$ cat src/trbf_divider.sv
// ----------------------------------------------------------------------------
// trbf_divider
// Restoring signed-by-unsigned divider, one quotient bit per cycle, with
// truncation toward zero and saturation to 32 bits signed; a zero divisor gives zero.
// ----------------------------------------------------------------------------
`default_nettype none

module trbf_divider #(
  parameter int NUM_W = 56,
  parameter int DEN_W = 24
) (
  input  wire                     clk_i,
  input  wire                     rst_ni,
  input  wire                     start_i,
  input  wire  signed [NUM_W-1:0] num_i,
  input  wire         [DEN_W-1:0] den_i,
  output logic                    done_o,
  output logic signed [31:0]      result_o
);
  localparam int CNT_W = $clog2(NUM_W + 1);
  localparam logic [NUM_W-1:0] POS_LIM = NUM_W'(64'h0000_0000_7FFF_FFFF);
  localparam logic [NUM_W-1:0] NEG_LIM = NUM_W'(64'h0000_0000_8000_0000);

  logic             busy_q;
  logic             done_q;
  logic [CNT_W-1:0] cnt_q;
  logic [DEN_W-1:0] rem_q;
  logic [DEN_W-1:0] den_q;
  logic [NUM_W-1:0] quo_q;
  logic             neg_q;
  logic             dz_q;

  logic [DEN_W:0]   trial;
  logic [DEN_W:0]   diff;
  logic             ge;

  assign trial = {rem_q, quo_q[NUM_W-1]};
  assign ge    = trial >= {1'b0, den_q};
  assign diff  = trial - {1'b0, den_q};

  always_ff @(posedge clk_i or negedge rst_ni) begin
    if (!rst_ni) begin
      busy_q <= 1'b0;
      done_q <= 1'b0;
      cnt_q  <= '0;
    end else begin
      done_q <= 1'b0;
      if (start_i) begin
        busy_q <= 1'b1;
        cnt_q  <= CNT_W'(NUM_W);
      end else if (busy_q) begin
        cnt_q <= cnt_q - 1'b1;
        if (cnt_q == CNT_W'(1)) begin
          busy_q <= 1'b0;
          done_q <= 1'b1;
        end
      end
    end
  end

  // The dividend is shifted out of the top of quo_q while quotient bits
  // enter at the bottom.
  always_ff @(posedge clk_i) begin
    if (start_i) begin
      quo_q <= num_i[NUM_W-1] ? NUM_W'(-num_i) : NUM_W'(num_i);
      neg_q <= num_i[NUM_W-1];
      rem_q <= '0;
      den_q <= den_i;
      dz_q  <= (den_i == '0);
    end else if (busy_q) begin
      rem_q <= ge ? diff[DEN_W-1:0] : trial[DEN_W-1:0];
      quo_q <= {quo_q[NUM_W-2:0], ge};
    end
  end

  always_comb begin
    if (dz_q) begin
      result_o = '0;
    end else if (neg_q) begin
      result_o = (quo_q > NEG_LIM) ? 32'sh8000_0000 : -$signed(quo_q[31:0]);
    end else begin
      result_o = (quo_q > POS_LIM) ? 32'sh7FFF_FFFF : $signed(quo_q[31:0]);
    end
  end

  assign done_o = done_q;

endmodule

`default_nettype wire

$ cat config.mk
export PLATFORM = sky130hd
export DESIGN_NAME = trbf_divider
export DESIGN_NICKNAME = d
export VERILOG_FILES = /design/src/trbf_divider.sv
export SDC_FILE = /design/constraint.sdc
export NUM_CORES = 1
export LEC_CHECK = 0
export ABC_AREA = 1
export BUFFER_PORTS_ARGS = -buffer_cell sky130_fd_sc_hd__buf_2
export CORE_MARGIN = 3
export CORE_UTILIZATION = 25
export DETAILED_ROUTE_END_ITERATION = 10
export PLACE_DENSITY_LB_ADDON = 0.05
export SKIP_LAST_GASP = 1
export SYNTH_ARGS = -nofsm -noshare
export SYNTH_HDL_FRONTEND = slang
export SYNTH_SLANG_ARGS = --single-unit
$ cat constraint.sdc
create_clock -name clk_i -period 2.7 [get_ports clk_i]
set_input_delay 0.27 -clock clk_i [delete_from_list [all_inputs] [get_ports clk_i]]
set_output_delay 0.27 -clock clk_i [all_outputs]
set_load 0.05 [all_outputs]
# ---- Word-level counts from Yosys, hierarchy flattened
# Cells that the tools add are included.
dict set report totals {
  input_bits 83
  reg_bits 114
  wordCells 34
}
dict set report classes {
  n_eq_ne 1
  magnitude_cmp 3
  n_mux 16
  reduce_logical 2
  n_addsub 4
}
# op count
set op_table {}
lappend op_table {{56-bit two-way mux} 3}
lappend op_table {{32-bit two-way mux} 4}
lappend op_table {{56-bit by 31-bit greater-than comparator with 1-bit output, second input constant} 1}
lappend op_table {{56-bit by 32-bit greater-than comparator with 1-bit output, second input constant} 1}
lappend op_table {{56-bit negator} 1}
lappend op_table {{32-bit negator} 1}
lappend op_table {{25-bit by 24-bit greater-or-equal comparator with 1-bit output} 1}
lappend op_table {{24-bit logical NOT} 1}
lappend op_table {{24-bit two-way mux} 1}
lappend op_table {{24-bit subtractor} 1}
lappend op_table {{6-bit two-way mux} 2}
lappend op_table {{6-bit by 1-bit equality test with 1-bit output, second input constant} 1}
lappend op_table {{1-bit two-way mux} 6}
lappend op_table {{6-bit by 1-bit subtractor with 6-bit output, second input constant} 1}
lappend op_table {{2-bit nonzero test} 1}

# ---- Depth between registers and ports, before layout
# Gate-level depths: netlist (run 1).
dict set report depth {
  ltp_word 4
  depth_mapped 15
  mapped_depth_nobuf 15
}

# ---- Worst setup path before layout (run 1)
# Ideal clock, no wire load.
dict set report synth_path {
  path_kind {reg-to-output}
  from {register quo_q[1]}
  to {output result_o[13]}
  path_slack_ns 0.028
  arrival_time_ns 2.402
  stages_incl_launch_ff 11
  path_buffers 0
  path_cell_list {edfxtp_1 -> inv_1 -> ha_1 -> nand3_2 -> nor2_4 -> nand2_2 -> nor2_2 -> nand2_2 -> nand2_4 -> o21ai_4 -> nor3_1}
}
dict set report synth_between {
  elab_chain_len 4
  elab_cells_between_ends 7
  classes_between {1 x add/sub; 2 x order compare; 4 x mux}
}
# element line_no
set synth_lines {}
lappend synth_lines {{start, declared} 29} ;# logic [NUM_W-1:0] quo_q;
lappend synth_lines {{start signal, assigned} 65} ;# quo_q <= num_i[NUM_W-1] ? NUM_W'(-num_i) : NUM_W'(num_i);
lappend synth_lines {{start signal, assigned} 72} ;# quo_q <= {quo_q[NUM_W-2:0], ge};
lappend synth_lines {{56-bit by 31-bit greater-than comparator with 1-bit output (tied with other cells)} 82} ;# result_o = (quo_q > POS_LIM) ? 32'sh7FFF_FFFF : $signed(quo_q[31:0]);
lappend synth_lines {{32-bit two-way mux (on tied branches)} {82, 80}}
lappend synth_lines {{32-bit two-way mux *} 79} ;# end else if (neg_q) begin
lappend synth_lines {{32-bit two-way mux *} 77} ;# if (dz_q) begin
lappend synth_lines {{end, declared} 18} ;# output logic signed [31:0] result_o
# Mark *: on every way between the ends. The rest lies on a longest branch, timed or not.

# ---- Worst setup path after layout (run 1)
dict set report layout_path {
  from {register quo_q[1]}
  to {output result_o[17]}
}
# Same word-level chain as after synthesis.

==> results of run 1 <==
[routing by layer]
layer	vias to the layer above	part of all wire (%)	global-route usage (%)
met5	-	0	0
met2	164	50	34.2
met3	25	3.2	2.67
li1	5540	-	-
met4	0	1.1	3.64
met1	5058	45	24.0
[report_power, final]
group	internal (mW)	total [mW]	switching, mW
clock	1.23	2.17	0.938
sequential	2.22	2.47	0.259
combinational	1.43	4.00	2.57
[registers in the layout, indices dropped and copies added (netlist names)]
name    count
rem_q      24
den_q      24
neg_q       1
cnt_q       6
done_o      1
dz_q        1
quo_q      56
busy_q      1
[Yosys cell counts (2+ instances only)]
cell type / instances
dfxtp_1: 24
clkbuf_1: 22
nand2_1: 566
nand2_2: 7
o211ai_1: 2
dfrtp_1: 8
nor4_1: 8
nand3_2: 2
a21oi_2: 3
a21oi_1: 32
buf_1: 6
o22ai_1: 3
buf_2: 8
clkinv_1: 2
or2_2: 3
nor3_1: 25
a31oi_1: 5
o21ai_0: 70
nor2_1: 219
o31ai_1: 2
nor2_2: 11
xor2_1: 27
o21ai_1: 2
xnor2_1: 13
inv_2: 6
nor2_4: 2
inv_1: 221
nand4_1: 43
nand3_1: 144
nand3b_1: 11
buf_6: 4
ha_1: 28
nor3_2: 4
edfxtp_1: 82
[final timing paths]
kind	endpoint	slack (ps)	cells after the start
min reg2reg	rem_q[5]	480	2
max in group asynchronous	busy_q	2320	2
max	result_o[17]	-5	11
min in group asynchronous	done_o	210	2
max reg2reg	rem_q[5]	370	12
min	den_q[16]	30	1
[cells by family (layout without fill, tap and decap cells)]
group / after synthesis / count (layout)
buf+inv: 269 / 452
fa+ha+maj: 29 / 29
xor+xnor: 40 / 40
flops: 114 / 114
simple gates: 1050 / 1051
compound gates: 121 / 124
[per-stage QoR]
stage | setup WS, ps | cells
final | -4.72 | 2328
after global routing | -138 | 2328
after CTS | -0.704 | 2309
after detailed placement | 59.1 | 2247
after global placement | 106 | 2247
after floorplan | 28.3 | 1623
[what timing repair did]
action / 4_1_cts / 5_1_grt
buffers inserted: 26 / 20
cloned: 3 / 1
setup endpoints to repair: 32 / 32
endpoints found under the hold margin: 8 / 0
hold buffers: 1 / 0
gates resized for setup: 77 / 67
pin swaps: 8 / 23
[layout make-up]
class | count | area (um^2)
Clock buffer | 18 | 450
Clock inverter | 14 | 103
Sequential cell | 114 | 3140
Tap cell | 518 | 648
Inverter | 229 | 868
Multi-Input combinational cell | 1244 | 6150
Timing Repair Buffer | 191 | 1370
Fill cell | 4448 | 26500
[cells in the final DEF (no fill, tap or decap), drive strengths merged]
master | netlist | layout
inv | 227 | 233
fa | 1 | 1
nor2 | 232 | 232
or2 | 3 | 3
ha | 28 | 28
clkinv | 2 | 5
nor4 | 8 | 8
o31ai | 2 | 2
nor3 | 30 | 30
nor3b | 1 | 1
clkbuf | 22 | 18
a31oi | 5 | 5
dlygate4sd3 | 0 | 1
nand3b | 11 | 11
xor2 | 27 | 27
nand3 | 147 | 147
edfxtp | 82 | 82
dfxtp | 24 | 24
nand4 | 44 | 44
clkinvlp | 0 | 5
o211ai | 2 | 2
nand2 | 574 | 575
xnor2 | 13 | 13
o21ai | 73 | 76
dfrtp | 8 | 8
buf | 18 | 190
a21oi | 36 | 36
o22ai | 3 | 3
==> results.yml, run 1 <==
critical_path:
  crit_path_start_kind: "flop"
  path_class: "flop to output port"
  cp_top_family: "simple AND/OR/NAND/NOR gates"
  crit_start: "quo_q[1]"
  path_cells: "inv_2, ha_4, nand3_4, nor2_4, nand2_2, nor2_4, nand2_4, nand2_8, o21ai_4, a21oi_4, buf_6"
  r2r_start: "den_q[17]"
  arrival_ps: 2430
  critPathMaxStageDelay_ps: 430
  critical_path.max_fanout: 7
  crit_slowest_cell: "edfxtp_1"
  worstPathRequired_ps: 2430
  cp_common_cell: "nor2_4"
  cp_num_buf_inv: 2
  endpoint_kind: "output port"
cells_and_area:
  fin_util_pct: 32.5
  area_growth_pct: 26.7
  final_layout_size_suffix_gt1_share_pct: 18.3
  finalNetCount: 1909
  postLayoutCellArea_um2: 12700
  diodes: 0
synth:
  synth_xor_area_share_pct: 3.48
  yosysTopAreaCellShare_pct: 24.5
  synth_edf_count: 82
  syn_avg_cell_area_um2: 6.20
  synth_cell_types: 42
  synth_area_leaders: "edfxtp_1 24%, nand2_1 21%, inv_1 8.3%, nor2_1 8.2%, nand3_1 7.2%"
  synth-seq-cells: 114
  synth-async-reset-ratio_pct: 7.02
  synth_top_family_by_area: "simple AND/OR/NAND/NOR gates"
  synth_compound_area_share_pct: 6.56
  synthesis.nets: 1735
  syn_inst: 1623
  syn_area_um2: 10100
  yosysSeqAreaShare_pct: 31.3
  muxShareOfSynthArea_pct: 0
  yosys.area_share.simple_pct: 44.6
  synth_ff_type: "edfxtp_1"
  yosysTopAreaCell: "edfxtp_1"
  yosys.area_share.adder_pct: 3.68
  yosysWarnings: 0
global_route:
  grt_pass1_vias: 10746
  overflow: 0
  antenna_found_initial: 0
  grt_pass1_wl_mm: 61.2
  grt_max_degree: 45
  grt_usage_pct: 18.9
place:
  io_buffer_count: 115
  place_area_um2: 11400
  post-dp-hpwl_mm: 31.3
  gp_congestion: 0.861
clock_network:
  cts-root-buf: "clkbuf_16"
  clock-sinks: 114
  insertion_delay_ps: 440
  clkTransAtPathRegs_ps: 60
  cts_tree: "built"
  cts_buffers: 17
  clock_path_buffers: 2
  htree_levels: 4
sta:
  hold_viol_final: 0
  rsz0062_at_grt: "yes"
  finalHoldWorstSlack_ps: 26.0
  post-route-period-util_pct: 100
  final.min_clock_period_ps: 2700
  slew_headroom_pct: 56.6
  tightest_slew_ps: 645
  drv_slew: 0
  fin_ws_ps: -4.72
  setup_viol: 2
  fin_skew_ps: 10.3
  fin_setup_tns_ps: -6.26
  max_freq_mhz: 370
routing:
  drtIter0Drc: 618
  wl_per_cell_um: 17.2
  wirelength_mm: 40.1
  ant_nets: 0
  num_vias: 10787
  drtPass1Iterations: 6
  drc_errors: 0
  viasPerCell: 4.63
floorplan:
  io_pins: 116
  die_w_um: 207
  die_area_um2: 42700
  core_area_um2: 39200
  die_y_um: 207
  placementRows: 72
  start_util_pct: 25.7
run:
  max_cap_violations: 0
power:
  peakVddDrop_v: 0.000364
  power.total_mw: 8.65
  power.leakage_nw: 6.06
  power.density_nw_per_um2: 679
hold_path:
  hold_start: "den_i[16]"
  hp-class: "primary input to flop"
outcome:
  violations: "negative setup slack"
  status: "finished, violations left"
(Power assumes the default switching activity.)
==> run 2, diff against run 1 <==
Settings changed: ABC_AREA 1 to 0.
==> run 2 against run 1 <==
Compared with the run above: the flow still finishes with violations (negative setup slack); combinational power grew 2%; power grew 0.11%; synthesized cell count shrank 43%; sequential cell count is the same; core utilization grew 8.0 points.
==> results.yml, run 2 <==
outcome:
  status: "finished, violations left"
  violations: "negative setup slack"
routing:
  drtIter0Drc: 400
  wl_per_cell_um: 16.3
  num_vias: 7876
  drc_errors: 0
  viasPerCell: 4.79
  drtPass1Iterations: 5
  ant_nets: 0
  wirelength_mm: 26.8
cells_and_area:
  top_register: "quo_q"
  final_common_cell: "buf_4"
  regArea_um2: 3140
  fin_util_pct: 40.5
  finalNetCount: 1348
  diodes: 0
  nFillCells: 3162
  multiInputGateArea_um2: 5480
  final_cell_mix: "196 x buf_4, 127 x nor2_1, 86 x a21oi_1"
  largest_reg_flops: 56
  postLayoutCellArea_um2: 12600
  largest_registers: "quo_q x56, den_q x24, rem_q x24"
  area_growth_pct: 57.4
  final_layout_size_suffix_gt1_share_pct: 41.4
synth:
  synth-async-reset-ratio_pct: 7.02
  syn_avg_cell_area_um2: 8.64
  synthesis.nets: 1035
  synth_ff_type: "edfxtp_1"
  synth_cell_types: 74
  yosysTopAreaCell: "edfxtp_1"
  yosysTopAreaCellShare_pct: 30.9
  syn_area_um2: 7980
  synth.most_common_cell: "nor2_1"
  yosys-top-cells-count: "143 x nor2_1, 89 x a21oi_1, 87 x nand2_1"
  synth-seq-cells: 114
  syn_inst: 923
  synth_area_leaders: "edfxtp_1 31%, nor2_1 6.7%, xor2_1 6.7%, dfxtp_1 6.0%, a21oi_1 5.6%"
  yosysWarnings: 0
  yosysSeqAreaShare_pct: 39.4
  synth_edf_count: 82
sta:
  tightest_slew_ps: 607
  finalHoldWorstSlack_ps: 43.5
  hold_viol_final: 0
  rsz0062_at_grt: "yes"
  post-route-period-util_pct: 133
  drv_slew: 0
  slew_headroom_pct: 59.5
  fin_skew_ps: 12.2
  fin_ws_ps: -892
  max_freq_mhz: 278
  final.min_clock_period_ps: 3590
  setup_viol: 33
  fin_setup_tns_ps: -23810
critical_path:
  crit_path_start_kind: "flop"
  endpoint_kind: "output port"
  worstPathRequired_ps: 2430
  path_class: "flop to output port"
  arrival_ps: 3320
  critical_path.max_fanout: 3
global_route:
  grt_max_degree: 120
  grt_pass1_wl_mm: 42.6
  overflow: 0
  grt_pass1_vias: 7821
  grt_usage_pct: 15.8
  antenna_found_initial: 2
power:
  power.leakage_nw: 5.04
  peakVddDrop_v: 0.000333
  power.density_nw_per_um2: 690
floorplan:
  start_util_pct: 25.7
  core_area_um2: 31000
  placementRows: 64
  die_y_um: 185
  die_w_um: 185
  die_area_um2: 34100
  io_pins: 116
clock_network:
  clock_path_buffers: 2
  htree_levels: 4
  clkTransAtPathRegs_ps: 60
  clock-sinks: 114
  cts-root-buf: "clkbuf_16"
  insertion_delay_ps: 410
  cts_tree: "built"
  cts_buffers: 17
place:
  io_buffer_count: 115
  post-dp-hpwl_mm: 20.3
  place_area_um2: 10900
  gp_congestion: 0.792
hold_path:
  hp-class: "primary input to flop"
run:
  max_cap_violations: 0
run 2: cell count changes after synthesis, moves of 15 or more:
cell and delta:
nand2_1 -479, inv_1 -180, nand3_1 -131, nor2_1 -76
a21oi_1 +57, o21ai_0 -45, nand4_1 -38, xor2_1 +34
a311oi_1 +33, clkbuf_1 +15
run 2: final timing paths:
path | startpoint | endpoint | slack, ps | cells past startpoint
worst max-delay path | quo_q[1] | result_o[18] | -890 | 12
worst min-delay path | den_i[11] | den_q[11] | 40 | 1
worst max register to register | quo_q[55] | rem_q[20] | -50 | 11
worst min register to register | rem_q[16] | rem_q[16] | 500 | 2
max in group asynchronous | rst_ni | cnt_q[1] | 2290 | 2
min in group asynchronous | rst_ni | cnt_q[5] | 240 | 2
run 2: area by class of cell:
class,instances,share of cell area (%)
Inverter,42,1.26
Clock buffer,18,3.50
Tap cell,396,3.95
Sequential cell,114,25.0
Timing Repair Buffer,338,21.5
Multi-Input combinational cell,723,43.7
Clock inverter,14,1.04
run 2: cell families (layout without fill, tap and decap cells):
logic type / after synthesis / in the layout / share of synthesized area, %
xor gates and xnor gates: 77 / 77 / 8.45
adders and majority gates: 29 / 29 / 4.64
buffers and inverters: 86 / 412 / 4.06
and+or+nand+nor: 364 / 364 / 22.1
muxes: 3 / 3 / 0.408
DFF: 114 / 114 / 39.4
AOI/OAI and AO/OA: 250 / 250 / 20.9
run 2: report_power, final:
| group | switching (mW) | internal, mW | total, mW |
|---|---|---|---|
| Sequential | 0.224 | 2.20 | 2.42 |
| Combinational | 2.01 | 2.05 | 4.06 |
| Clock | 0.876 | 1.30 | 2.18 |
run 2: critical path: stages, from the launching register on:
cell and delay, ps:
edfxtp_1 390, inv_2 70, ha_2 160, or3b_4 370
or3_4 340, or4_4 440, or3_4 380, nor3_4 150
a21oi_2 100, nor3_1 170, buf_4 140, a211oi_4 40
buf_6 160
run 2: through the flow:
stage	power [mW]	instances	setup slack, ps
floorplan	4.24	923	-824
global placement	5.80	1593	-672
detailed placement	5.78	1593	-695
CTS	8.26	1640	-977
global route	9.25	1645	-1030
finish	8.66	1645	-892
run 2: per-layer routing:
metal / vias up / wire length [um] / GRT usage (%)
li1: 4047 / - / -
met1: 3695 / 13700 / 23.4
met2: 114 / 12100 / 24.4
met3: 16 / 756 / 2.59
met4: 4 / 190 / 3.09
met5: - / 27 / 0
run 2: what timing repair did:
action	in CTS	in global routing
hold endpoints to repair	8	0
gates resized for setup	111	87
endpoints found under the setup margin	48	55
hold buffers	1	0
gates cloned	3	0
pin swaps	16	52
setup buffers	11	8
